### config.mk
export PLATFORM = sky130hd
export DESIGN_NAME = indexed_list_insert_erase
export DESIGN_NICKNAME = d
export VERILOG_FILES = /design/src/rtl/ilie_pkg.sv /design/src/rtl/ilie_ram.sv /design/src/rtl/ilie_ctrl.sv /design/src/rtl/indexed_list_insert_erase.sv
export SDC_FILE = /design/constraint.sdc
export NUM_CORES = 2
export LEC_CHECK = 0
export BUFFER_PORTS_ARGS = -buffer_cell sky130_fd_sc_hd__buf_4
export CAP_MARGIN = 20
export CORE_MARGIN = 4
export CORE_UTILIZATION = 40
export CTS_BUF_LIST = sky130_fd_sc_hd__clkbuf_4 sky130_fd_sc_hd__clkbuf_8
export CTS_CLUSTER_DIAMETER = 50
export DETAILED_ROUTE_END_ITERATION = 10
export SLEW_MARGIN = 20
export SYNTH_ARGS = -nofsm -noshare
export SYNTH_HDL_FRONTEND = slang
export SYNTH_HIERARCHICAL = 1
export SYNTH_SLANG_ARGS = --single-unit
export TNS_END_PERCENT = 30
### constraint.sdc
create_clock -name clk -period 6.6 [get_ports clk]
set_input_delay 1.32 -clock clk [delete_from_list [all_inputs] [get_ports clk]]
set_output_delay 1.32 -clock clk [all_outputs]
set_load 0.02 [all_outputs]
### src/rtl/ilie_pkg.sv
`timescale 1ns / 1ps
`default_nettype none
// ----------------------------------------------------------------------------
// ilie_pkg
// Shared codes, types and defaults for the indexed list with shift-based
// insert and erase.
// ----------------------------------------------------------------------------
package ilie_pkg;

    // Default sizes of the list.
    localparam int DEF_CAPACITY   = 64;
    localparam int DEF_DATA_WIDTH = 32;

    // Fixed field widths of the command and result ports.
    localparam int CMD_W    = 3;
    localparam int POS_W    = 6;
    localparam int WORD_W   = 32;
    localparam int COUNT_W  = 7;
    localparam int STATUS_W = 2;

    // Command codes. Code 7 is unused and is ignored.
    typedef enum logic [CMD_W-1:0] {
        CMD_PUSH   = 3'd0,
        CMD_POP    = 3'd1,
        CMD_INSERT = 3'd2,
        CMD_ERASE  = 3'd3,
        CMD_CLEAR  = 3'd4,
        CMD_READ   = 3'd5,
        CMD_WRITE  = 3'd6
    } cmd_t;

    // Result status codes.
    typedef enum logic [STATUS_W-1:0] {
        STAT_OK        = 2'd0,
        STAT_FULL      = 2'd1,
        STAT_EMPTY     = 2'd2,
        STAT_BAD_INDEX = 2'd3
    } status_t;

    // Sequencer states.
    typedef enum logic [1:0] {
        ST_IDLE     = 2'd0,
        ST_READ     = 2'd1,
        ST_SHIFT_UP = 2'd2,
        ST_SHIFT_DN = 2'd3
    } state_t;

endpackage
`default_nettype wire

### src/rtl/ilie_ram.sv
`timescale 1ns / 1ps
`default_nettype none
// ----------------------------------------------------------------------------
// ilie_ram
// Simple dual-port slot memory: one write port and one read port with a
// registered read. Contents are undefined until written.
// ----------------------------------------------------------------------------
module ilie_ram #(
    parameter int DEPTH = ilie_pkg::DEF_CAPACITY,
    parameter int WIDTH = ilie_pkg::DEF_DATA_WIDTH,
    parameter int AW    = $clog2(DEPTH)
) (
    input  wire logic             clk,
    input  wire logic             we,
    input  wire logic [AW-1:0]    waddr,
    input  wire logic [WIDTH-1:0] wdata,
    input  wire logic             re,
    input  wire logic [AW-1:0]    raddr,
    output logic      [WIDTH-1:0] rdata
);

    logic [WIDTH-1:0] slot_reg [DEPTH];
    logic [WIDTH-1:0] rdata_reg;

    // Write port.
    always_ff @(posedge clk)
    begin
        if (we)
        begin
            slot_reg[waddr] <= wdata;
        end
    end

    // Registered read port.
    always_ff @(posedge clk)
    begin
        if (re)
        begin
            rdata_reg <= slot_reg[raddr];
        end
    end

    assign rdata = rdata_reg;

endmodule
`default_nettype wire

### src/rtl/ilie_ctrl.sv
`timescale 1ns / 1ps
`default_nettype none
// ----------------------------------------------------------------------------
// ilie_ctrl
// Command sequencer and entry counter. Decodes each command, checks it against
// the count, drives the slot memory and moves entries one per cycle for
// insert and erase.
// ----------------------------------------------------------------------------
module ilie_ctrl #(
    parameter int CAPACITY   = ilie_pkg::DEF_CAPACITY,
    parameter int DATA_WIDTH = ilie_pkg::DEF_DATA_WIDTH,
    parameter int AW         = $clog2(CAPACITY),
    parameter int CW         = $clog2(CAPACITY + 1)
) (
    input  wire logic                          clk,
    input  wire logic                          rst_n,
    input  wire logic                          start,
    input  wire logic [ilie_pkg::CMD_W-1:0]    cmd,
    input  wire logic [ilie_pkg::POS_W-1:0]    position,
    input  wire logic [DATA_WIDTH-1:0]         word,
    output logic                               busy,
    output logic                               done,
    output logic      [DATA_WIDTH-1:0]         result_word,
    output logic      [CW-1:0]                 count,
    output logic      [ilie_pkg::STATUS_W-1:0] status,
    output logic                               mem_we,
    output logic      [AW-1:0]                 mem_waddr,
    output logic      [DATA_WIDTH-1:0]         mem_wdata,
    output logic                               mem_re,
    output logic      [AW-1:0]                 mem_raddr,
    input  wire logic [DATA_WIDTH-1:0]         mem_rdata
);

    // Width wide enough to compare a position against the count.
    localparam int CMPW = (CW > ilie_pkg::POS_W) ? CW : ilie_pkg::POS_W;

    ilie_pkg::state_t  state_reg, state_next;
    logic [CW-1:0]     count_reg, count_next;
    logic              done_reg, done_next;
    logic              pend_reg, pend_next;
    logic [ilie_pkg::STATUS_W-1:0] status_reg, status_next;
    logic [CW-1:0]     ptr_reg, ptr_next;
    logic [AW-1:0]     pend_addr_reg, pend_addr_next;
    logic [AW-1:0]     pos_reg, pos_next;
    logic [DATA_WIDTH-1:0] word_reg, word_next;
    logic [DATA_WIDTH-1:0] rword_reg, rword_next;

    logic              accept;
    logic              is_full;
    logic              is_empty;
    logic [CMPW-1:0]   pos_cmp;
    logic [CMPW-1:0]   cnt_cmp;
    logic              pos_above;
    logic              pos_at_or_above;
    logic [CW-1:0]     count_dec;
    logic [CW-1:0]     ptr_dec;
    logic              up_reads_left;
    logic              dn_reads_left;

    // Command checks against the current count.
    assign accept          = start && (state_reg == ilie_pkg::ST_IDLE);
    assign is_full         = (count_reg == CW'(CAPACITY));
    assign is_empty        = (count_reg == '0);
    assign pos_cmp         = CMPW'(position);
    assign cnt_cmp         = CMPW'(count_reg);
    assign pos_above       = (pos_cmp > cnt_cmp);
    assign pos_at_or_above = (pos_cmp >= cnt_cmp);
    assign count_dec       = count_reg - CW'(1);
    assign ptr_dec         = ptr_reg - CW'(1);
    assign up_reads_left   = (ptr_reg > CW'(pos_reg));
    assign dn_reads_left   = (ptr_reg < count_reg);

    // Next-state logic of the sequencer.
    always_comb
    begin
        state_next = state_reg;
        case (state_reg)
            ilie_pkg::ST_IDLE:
            begin
                if (accept)
                begin
                    case (cmd)
                        ilie_pkg::CMD_POP:
                        begin
                            if (!is_empty)
                            begin
                                state_next = ilie_pkg::ST_READ;
                            end
                        end
                        ilie_pkg::CMD_INSERT:
                        begin
                            if (!is_full && !pos_above)
                            begin
                                state_next = ilie_pkg::ST_SHIFT_UP;
                            end
                        end
                        ilie_pkg::CMD_ERASE:
                        begin
                            if (!is_empty && !pos_at_or_above)
                            begin
                                state_next = ilie_pkg::ST_SHIFT_DN;
                            end
                        end
                        ilie_pkg::CMD_READ:
                        begin
                            if (!pos_at_or_above)
                            begin
                                state_next = ilie_pkg::ST_READ;
                            end
                        end
                        default:
                        begin
                            state_next = ilie_pkg::ST_IDLE;
                        end
                    endcase
                end
            end
            ilie_pkg::ST_READ:
            begin
                state_next = ilie_pkg::ST_IDLE;
            end
            ilie_pkg::ST_SHIFT_UP:
            begin
                if (!up_reads_left && !pend_reg)
                begin
                    state_next = ilie_pkg::ST_IDLE;
                end
            end
            ilie_pkg::ST_SHIFT_DN:
            begin
                if (!dn_reads_left)
                begin
                    state_next = ilie_pkg::ST_IDLE;
                end
            end
            default:
            begin
                state_next = ilie_pkg::ST_IDLE;
            end
        endcase
    end

    // Memory controls and register updates for each state.
    always_comb
    begin
        mem_we         = 1'b0;
        mem_waddr      = '0;
        mem_wdata      = mem_rdata;
        mem_re         = 1'b0;
        mem_raddr      = '0;
        count_next     = count_reg;
        done_next      = 1'b0;
        pend_next      = pend_reg;
        status_next    = status_reg;
        ptr_next       = ptr_reg;
        pend_addr_next = pend_addr_reg;
        pos_next       = pos_reg;
        word_next      = word_reg;
        rword_next     = rword_reg;
        case (state_reg)
            ilie_pkg::ST_IDLE:
            begin
                if (accept)
                begin
                    pos_next    = pos_cmp[AW-1:0];
                    word_next   = word;
                    rword_next  = '0;
                    status_next = ilie_pkg::STAT_OK;
                    pend_next   = 1'b0;
                    case (cmd)
                        ilie_pkg::CMD_PUSH:
                        begin
                            done_next = 1'b1;
                            if (is_full)
                            begin
                                status_next = ilie_pkg::STAT_FULL;
                            end
                            else
                            begin
                                mem_we     = 1'b1;
                                mem_waddr  = count_reg[AW-1:0];
                                mem_wdata  = word;
                                count_next = count_reg + CW'(1);
                            end
                        end
                        ilie_pkg::CMD_POP:
                        begin
                            // The vacated slot lies at or above the new count
                            // and is never read again before it is rewritten.
                            if (is_empty)
                            begin
                                done_next   = 1'b1;
                                status_next = ilie_pkg::STAT_EMPTY;
                            end
                            else
                            begin
                                mem_re     = 1'b1;
                                mem_raddr  = count_dec[AW-1:0];
                                count_next = count_dec;
                            end
                        end
                        ilie_pkg::CMD_INSERT:
                        begin
                            if (is_full)
                            begin
                                done_next   = 1'b1;
                                status_next = ilie_pkg::STAT_FULL;
                            end
                            else if (pos_above)
                            begin
                                done_next   = 1'b1;
                                status_next = ilie_pkg::STAT_BAD_INDEX;
                            end
                            else
                            begin
                                ptr_next = count_reg;
                            end
                        end
                        ilie_pkg::CMD_ERASE:
                        begin
                            if (is_empty)
                            begin
                                done_next   = 1'b1;
                                status_next = ilie_pkg::STAT_EMPTY;
                            end
                            else if (pos_at_or_above)
                            begin
                                done_next   = 1'b1;
                                status_next = ilie_pkg::STAT_BAD_INDEX;
                            end
                            else
                            begin
                                ptr_next = CW'(pos_cmp) + CW'(1);
                            end
                        end
                        ilie_pkg::CMD_CLEAR:
                        begin
                            done_next  = 1'b1;
                            count_next = '0;
                        end
                        ilie_pkg::CMD_READ:
                        begin
                            if (pos_at_or_above)
                            begin
                                done_next   = 1'b1;
                                status_next = ilie_pkg::STAT_BAD_INDEX;
                            end
                            else
                            begin
                                mem_re    = 1'b1;
                                mem_raddr = pos_cmp[AW-1:0];
                            end
                        end
                        ilie_pkg::CMD_WRITE:
                        begin
                            done_next = 1'b1;
                            if (pos_at_or_above)
                            begin
                                status_next = ilie_pkg::STAT_BAD_INDEX;
                            end
                            else
                            begin
                                mem_we    = 1'b1;
                                mem_waddr = pos_cmp[AW-1:0];
                                mem_wdata = word;
                            end
                        end
                        default:
                        begin
                            done_next = 1'b1;
                        end
                    endcase
                end
            end
            ilie_pkg::ST_READ:
            begin
                // Read data arrives from the registered read port in the cycle after the address.
                done_next  = 1'b1;
                rword_next = mem_rdata;
            end
            ilie_pkg::ST_SHIFT_UP:
            begin
                // Move entries up from the top down: the word read last cycle
                // lands one place above where it came from.
                if (pend_reg)
                begin
                    mem_we    = 1'b1;
                    mem_waddr = pend_addr_reg + AW'(1);
                    mem_wdata = mem_rdata;
                end
                if (up_reads_left)
                begin
                    mem_re         = 1'b1;
                    mem_raddr      = ptr_dec[AW-1:0];
                    pend_next      = 1'b1;
                    pend_addr_next = ptr_dec[AW-1:0];
                    ptr_next       = ptr_dec;
                end
                else if (pend_reg)
                begin
                    pend_next = 1'b0;
                end
                else
                begin
                    // The gap is open: place the new word.
                    mem_we     = 1'b1;
                    mem_waddr  = pos_reg;
                    mem_wdata  = word_reg;
                    count_next = count_reg + CW'(1);
                    done_next  = 1'b1;
                end
            end
            ilie_pkg::ST_SHIFT_DN:
            begin
                // Move entries down from the erased place upward: the word
                // read last cycle lands one place below where it came from.
                if (pend_reg)
                begin
                    mem_we    = 1'b1;
                    mem_waddr = pend_addr_reg - AW'(1);
                    mem_wdata = mem_rdata;
                end
                if (dn_reads_left)
                begin
                    mem_re         = 1'b1;
                    mem_raddr      = ptr_reg[AW-1:0];
                    pend_next      = 1'b1;
                    pend_addr_next = ptr_reg[AW-1:0];
                    ptr_next       = ptr_reg + CW'(1);
                end
                else
                begin
                    pend_next  = 1'b0;
                    count_next = count_dec;
                    done_next  = 1'b1;
                end
            end
            default:
            begin
                done_next = 1'b0;
            end
        endcase
    end

    // Control registers.
    always_ff @(posedge clk or negedge rst_n)
    begin
        if (!rst_n)
        begin
            state_reg  <= ilie_pkg::ST_IDLE;
            count_reg  <= '0;
            done_reg   <= 1'b0;
            pend_reg   <= 1'b0;
            status_reg <= ilie_pkg::STAT_OK;
        end
        else
        begin
            state_reg  <= state_next;
            count_reg  <= count_next;
            done_reg   <= done_next;
            pend_reg   <= pend_next;
            status_reg <= status_next;
        end
    end

    // Payload registers.
    always_ff @(posedge clk)
    begin
        ptr_reg       <= ptr_next;
        pend_addr_reg <= pend_addr_next;
        pos_reg       <= pos_next;
        word_reg      <= word_next;
        rword_reg     <= rword_next;
    end

    assign busy        = (state_reg != ilie_pkg::ST_IDLE);
    assign done        = done_reg;
    assign result_word = rword_reg;
    assign count       = count_reg;
    assign status      = status_reg;

endmodule
`default_nettype wire

### src/rtl/indexed_list_insert_erase.sv
`timescale 1ns / 1ps
`default_nettype none
// ----------------------------------------------------------------------------
// indexed_list_insert_erase
// Fixed-capacity ordered list of words with push, pop, insert, erase, clear,
// read and write commands, held in a slot memory.
// ----------------------------------------------------------------------------
// A command transfers at a rising edge where start is high and busy is low.
// Its one result appears on word_out, entry_count and status for exactly one
// cycle with done high, in the cycle after the command finishes; the receiver
// must take it then, as there is no way to hold it. Push, clear, write, every
// rejected command and the unused code finish in the cycle that accepts them;
// pop and read wait for the registered read of the slot memory. Insert and
// erase move the entries behind the index one per cycle through the single
// read and single write port of the memory; insert then places the new word
// in the gap. There is no clearing pass after reset.
module indexed_list_insert_erase #(
    parameter int CAPACITY   = ilie_pkg::DEF_CAPACITY,
    parameter int DATA_WIDTH = ilie_pkg::DEF_DATA_WIDTH
) (
    input  wire logic                          clk,
    input  wire logic                          rst_n,
    input  wire logic                          start,
    output logic                               busy,
    input  wire logic [ilie_pkg::CMD_W-1:0]    cmd,
    input  wire logic [ilie_pkg::POS_W-1:0]    position,
    input  wire logic [ilie_pkg::WORD_W-1:0]   word_in,
    output logic                               done,
    output logic      [ilie_pkg::WORD_W-1:0]   word_out,
    output logic      [ilie_pkg::COUNT_W-1:0]  entry_count,
    output logic      [ilie_pkg::STATUS_W-1:0] status
);

    localparam int AW   = $clog2(CAPACITY);
    localparam int CW   = $clog2(CAPACITY + 1);
    localparam int WW   = (DATA_WIDTH > ilie_pkg::WORD_W) ? DATA_WIDTH : ilie_pkg::WORD_W;
    localparam int CNTW = (CW > ilie_pkg::COUNT_W) ? CW : ilie_pkg::COUNT_W;

    logic [WW-1:0]         word_in_wide;
    logic [DATA_WIDTH-1:0] word_stored;
    logic [DATA_WIDTH-1:0] result_word;
    logic [WW-1:0]         result_wide;
    logic [CW-1:0]         count;
    logic [CNTW-1:0]       count_wide;

    logic                  mem_we;
    logic [AW-1:0]         mem_waddr;
    logic [DATA_WIDTH-1:0] mem_wdata;
    logic                  mem_re;
    logic [AW-1:0]         mem_raddr;
    logic [DATA_WIDTH-1:0] mem_rdata;

    // Fit the incoming word to the stored width.
    assign word_in_wide = WW'(word_in);
    assign word_stored  = word_in_wide[DATA_WIDTH-1:0];

    ilie_ctrl #(
        .CAPACITY   (CAPACITY),
        .DATA_WIDTH (DATA_WIDTH),
        .AW         (AW),
        .CW         (CW)
    ) u_ctrl (
        .clk         (clk),
        .rst_n       (rst_n),
        .start       (start),
        .cmd         (cmd),
        .position    (position),
        .word        (word_stored),
        .busy        (busy),
        .done        (done),
        .result_word (result_word),
        .count       (count),
        .status      (status),
        .mem_we      (mem_we),
        .mem_waddr   (mem_waddr),
        .mem_wdata   (mem_wdata),
        .mem_re      (mem_re),
        .mem_raddr   (mem_raddr),
        .mem_rdata   (mem_rdata)
    );

    ilie_ram #(
        .DEPTH (CAPACITY),
        .WIDTH (DATA_WIDTH),
        .AW    (AW)
    ) u_ram (
        .clk   (clk),
        .we    (mem_we),
        .waddr (mem_waddr),
        .wdata (mem_wdata),
        .re    (mem_re),
        .raddr (mem_raddr),
        .rdata (mem_rdata)
    );

    // Fit the result word and the count to the port widths.
    assign result_wide = WW'(result_word);
    assign word_out    = result_wide[ilie_pkg::WORD_W-1:0];
    assign count_wide  = CNTW'(count);
    assign entry_count = count_wide[ilie_pkg::COUNT_W-1:0];

endmodule
`default_nettype wire

[Word-level counts from Yosys, hierarchy flattened]
Memory sizes are Yosys's and may differ from the RTL's. A register that Yosys moved wholly into a read port is not among the register bits.
Cells that the tools add are included.
Cells by class
  reduce and logical (&&, ||, !) cells: 25
  bitwise gates (word level): 0
  magnitude comparators: 4
  equality and inequality tests: 28
  mux-type cells: 89
  $add $sub $neg: 7
  div/mod/pow operators: 0
  multiply operators: 0
  shift-type cells: 0
Operators by type and width (number)
  $mux W32: 6
  $pmux W32 S2: 3
  $mux W7: 13
  $mux W6: 13
  $pmux W7 S3: 3
  $pmux W6 S2: 3
  $pmux W6 S3: 2
  $ne A3 B3 Y1 const B: 10
  $mux W2: 12
  $mux W1: 23
  $pmux W2 S4: 2
  $add A7 B1 Y7 const B: 2
  $pmux W7 S2: 1
  $sub A7 B1 Y7 const B: 2
  $pmux W2 S5: 1
  $eq A3 B3 Y1 const B: 3
  $pmux W1 S3: 3
  $reduce_and A9 Y1: 1
  $ne A2 B1 Y1 const B: 4
  $pmux W1 S4: 2
  $reduce_and A8 Y1: 1
  $add A6 B1 Y7 const B: 1
  $eq A7 B7 Y1 const B: 1
  $ge A6 B7 Y1: 1
  23 further kinds: 40
Storage, ports and cells
  ROM bits: 0
  RAM bits: 2048
  output and inout port bits: 43
  logic and storage cells: 164
  latch bits: 0
  memories kept: 1
  bits in registers: 96
Memories
  u_ram.slot_reg: depth 64, width 32, rd ports 1, clocked after Yosys merged registers in 1, write ports 1, line ilie_ram.sv:22  | logic [WIDTH-1:0] slot_reg [DEPTH];

[Longest topological paths before layout]
  depth after elaboration: 7
  depth in mapped cells: 18
  mapped depth without buffers: 13

[Cells and area by module]
The synthesis kept the hierarchy.
Modules (own cells, without submodules)
  ilie_ram: cells each 3511, times used 1, area an instance 79359.9 um2
  ilie_ctrl: cells each 640, times used 1, area an instance 6233.5 um2

[Worst setup path after synthesis]
No wires, ideal clock.
  kind: input to register
  start point: input port start
  end point: memory u_ram/slot_reg[28][0] (netlist name), enable pin
  arrival time: 5560 ps
  cell stages on the path: 10
  slack: 619 ps
  data required time: 6179 ps
  path buffers: 3
  setup time: 421 ps
  cells stage by stage: nand2_1 -> inv_1 -> clkbuf_1 -> a22oi_1 -> o21ai_0 -> clkbuf_1 -> or3b_2 -> or2_2 -> clkbuf_1 -> nor2_1
Between the ends
  elaborated cells between the ends (all ways): 7
RTL lines
  from (decl): line indexed_list_insert_erase.sv:23  | input wire logic start,
  $logic_and A1 B1 Y1: line ilie_ctrl.sv:61  | assign accept = start && (state_reg == ilie_pkg::ST_IDLE);
  $mux W6: line ilie_ctrl.sv:163  | if (accept)
  $pmux W6 S3: line ilie_ctrl.sv:160  | case (state_reg)
  net mem_waddr[2]: line indexed_list_insert_erase.sv:47  | logic [AW-1:0] mem_waddr;
  to (decl): line ilie_ram.sv:22
The timed path passes the listed nets, and every way through them passes these cells.

[Worst setup path after layout]
  start point: register u_ctrl.ptr_reg[4]
  end point: register u_ram.rdata_reg[2] (netlist: u_ram/rdata[2]), read port of u_ram.slot_reg (data pin)
Between the ends
  word-level cells in the longest chain between the ends: 3
  elaborated cells between the ends (all ways): 9
RTL lines
  from (decl): line ilie_ctrl.sv:42  | logic [CW-1:0] ptr_reg, ptr_next;
  from (signal assigned): line ilie_ctrl.sv:369  | ptr_reg <= ptr_next;
  $lt A7 B7 Y1 / $gt A7 B6 Y1 (equally long branches): line ilie_ctrl.sv:71, ilie_ctrl.sv:70
  $mux W6, on equally long branches: line ilie_ctrl.sv:323, ilie_ctrl.sv:291
  $pmux W6 S3 (*): line ilie_ctrl.sv:160
  net mem_raddr[2]: line indexed_list_insert_erase.sv:50  | logic [AW-1:0] mem_raddr;
  to (decl): line ilie_ram.sv:23  | logic [WIDTH-1:0] rdata_reg;
Mark *: on every way through the listed nets, which the timed path passes. The rest lies on a longest branch.
A chain may end at the register's enable or synchronous reset.

==> out/results.tsv <==
stage	metric	value	unit
clocking	cts_setup_buffers	0	
timing	rsz0062_at_grt	no	
timing	worst_pin_slew	1110	ps
worst_setup_path	cp-end-kind	flip-flop	
logic_synthesis	synth-seq-cells	2176	
worst_setup_path	cp-start-kind	flip-flop	
worst_setup_path	rr_worst_depth	15	
finish	largest_register_ffs	2048	
timing	finalMaxSlewViolations	0	
timing	skew	95.3	ps
clocking	clock-sinks	2176	
timing	fin_ws	928	ps
clocking	clkTransAtPathRegs	60	ps
timing	fin_crit_sh	85.9	%
finish	layout.cells.non_filler	7680	
timing	period_minus_slack	5670	ps
logic_synthesis	async_reset_ff_share	0.597	%
timing	hold_viol	0	
clocking	holdBufCountCts	0	
place	dp_slack	190	ps
worst_setup_path	r2r-start	u_ctrl/ptr_reg[4]	
worst_setup_path	required	7500	ps
route	via_per_inst	5.95	
clocking	htreeDepth	5	
worst_setup_path	r2r_slack	930	ps
grt	antenna_found_initial	14	
clocking	clk_path_buf_depth	4	
floorplanning	die-area	221000	sq um
worst_hold_path	hold_class	in -> async	
finish	area_growth	14.6	%
floorplanning	rows	169	
worst_setup_path	cp_max_fo	48	
timing	setup_tns	0	ps
power	vdd_drop_max	348	uV
outcome	status	completed	
finish	layout_common_cells	edfxtp_1 (2163), mux4_2 (446), clkbuf_8 (363)	
logic_synthesis	syn_area_per_cell	20.6	sq um
grt	grtUsageTotal	21.4	%
floorplanning	top_level_ports	87	
place	dp_cells	7071	
timing	whs	104	ps
place	port_buffers	86	
timing	max_freq	176	MHz
worst_setup_path	critPathArrivalTime	6570	ps
floorplanning	fp.dieW	471	um
clocking	clk_latency	1080	ps
grt	grt_pass1_wl	339000	um
place	placed_cell_area	91500	sq um
finish	final_common_cell	edfxtp_1	
clocking	cts_tree	done	
finish	drive_above_1_share	30.1	%
logic_synthesis	synth_area	85600	sq um
worst_setup_path	cp_cell_sequence	ha_1 -> a21o_1 -> a211o_1 -> o211ai_1 -> o21bai_1 -> a21oi_1 -> o21ai_4 -> buf_12 -> nor2_4 -> buf_12 -> a22oi_1 -> nand3_1 -> nand2_1 -> buf_4 -> a21oi_1	
logic_synthesis	synth_cells	4151	
grt	grt_pass1_vias	44900	
clocking	cts_buffers	354	
route	vias	45700	
logic_synthesis	synth_warnings	6	
worst_setup_path	critPathSlowestCell	nor2_4	
worst_setup_path	rr_endpoint	u_ram/rdata[2]	
worst_setup_path	critical_path_class	reg -> reg	
logic_synthesis	synth_cell_type_count	76	
logic_synthesis	synth_ff_type	edfxtp_1	
grt	grt_overflow	0	
run	cap_viol_max_count	0	
floorplanning	core_area	213000	sq um
power	cellLeakagePower	30.6	nW
finish	layout.nets	4676	
logic_synthesis	synth-edff-count	2163	
floorplanning	start_util	40.3	%
place	dpl.hpwl	145000	um
finish	fin_area	98100	sq um
worst_setup_path	critPathMaxStageDelay	900	ps
route	drtIter0Drc	6013	
timing	setup_viol_count_final	0	
place	gp_congestion	0.918	
clocking	cts-resized-gates	0	
clocking	cts_root_buf	clkbuf_8	
route	wl	240000	um
power	power_density	475	nW/um^2
route	drc	0	
grt	grt_max_degree	65	
route	dr.pass1.iters	6	
logic_synthesis	ys_seq_area_share	76.3	%
logic_synthesis	synth_fp_nets	4221	
route	wl_per_cell	31.3	um
timing	relSlewSlack	26.2	%
route	ant_nets	0	
floorplanning	die_h	471	um
## kinds of logic (layout without fill, tap and decap cells)
group                    after synthesis  in the layout  synth area share [%]
buffers and inverters                302            999                  1.97
multiplexers                         638            638                  14.0
AO/OA/AOI/OAI                        549            549                  4.57
flip-flops                          2176           2176                  76.3
AND/OR/NAND/NOR                      438            438                  2.61
other                                  0             11                     0
adder cells (fa/ha/maj)               26             26                 0.380
XOR/XNOR                              22             22                 0.225
## how the worst max path moves through the flow
stage | to | startpoint | cells after the start | slack, ps
after floorplan | u_ram/slot_reg[28][0] | start | 10 | 620
after global placement | u_ram/rdata[31] | position[0] | 15 | 120
after detailed placement | u_ram/rdata[13] | position[0] | 14 | 190
after CTS | u_ram/rdata[8] | u_ctrl/ptr_reg[4] | 14 | 990
after global routing | u_ram/rdata[25] | u_ctrl/ptr_reg[4] | 14 | 860
final | u_ram/rdata[2] | u_ctrl/ptr_reg[4] | 15 | 930
## metal layers
metal | part of all wire (%) | wire (um) | up-vias | track usage (%)
met2 | 47 | 112000 | 2593 | 33.1
met1 | 41 | 97700 | 24300 | 30.4
met5 | 0.019 | 46 | - | 0
met3 | 9.6 | 23000 | 391 | 4.54
met4 | 3.2 | 7680 | 6 | 7.04
li1 | - | - | 18300 | -
## critical path, delay by kind of cell (launching register included)
family                   cells  cell delay, ps
AND/OR/NAND/NOR              3            1380
AO/OA/AOI/OAI                8            2240
flip-flops                   1             610
adder cells (fa/ha/maj)      1             400
buffers and inverters        3             740
## stage by stage
step           util [%]  total power [mW]
2_1_floorplan         -              28.3
3_3_place_gp       43.0              35.4
3_5_place_dp       43.0              35.7
4_1_cts            46.2              46.8
5_1_grt            46.2              48.3
6_report           46.2              46.6
## layout make-up
cell class	count	area, sq um
Fill cell	17700	114000
Sequential cell	2176	65300
Multi-Input combinational cell	1673	19300
Clock buffer	477	5850
Tap cell	2821	3530
Timing Repair Buffer	342	3190
Clock inverter	121	758
Inverter	59	221
Antenna cell	11	27.5
## power by group
part	internal (mW)	switching [mW]	leakage, nW
clock network	6.03	5.14	3.52
registers	19.2	0.597	19.7
logic	4.99	10.7	7.32
total	30.2	16.4	30.6
## synthesized netlist by cell type (all sizes together), types with 32 or more instances
master / instances / area [sq um]
a21oi: 56 / 280
a221o: 32 / 320
a22oi: 134 / 1010
and2: 37 / 231
and3: 39 / 244
buf: 137 / 1060
clkbuf: 106 / 399
edfxtp: 2163 / 65000
inv: 59 / 221
mux2i: 190 / 1900
mux4: 446 / 10000
nand2: 75 / 282
nand3: 54 / 270
nor2: 124 / 465
o21ai: 95 / 479
o22ai: 47 / 294
(Power assumes the default switching activity.)
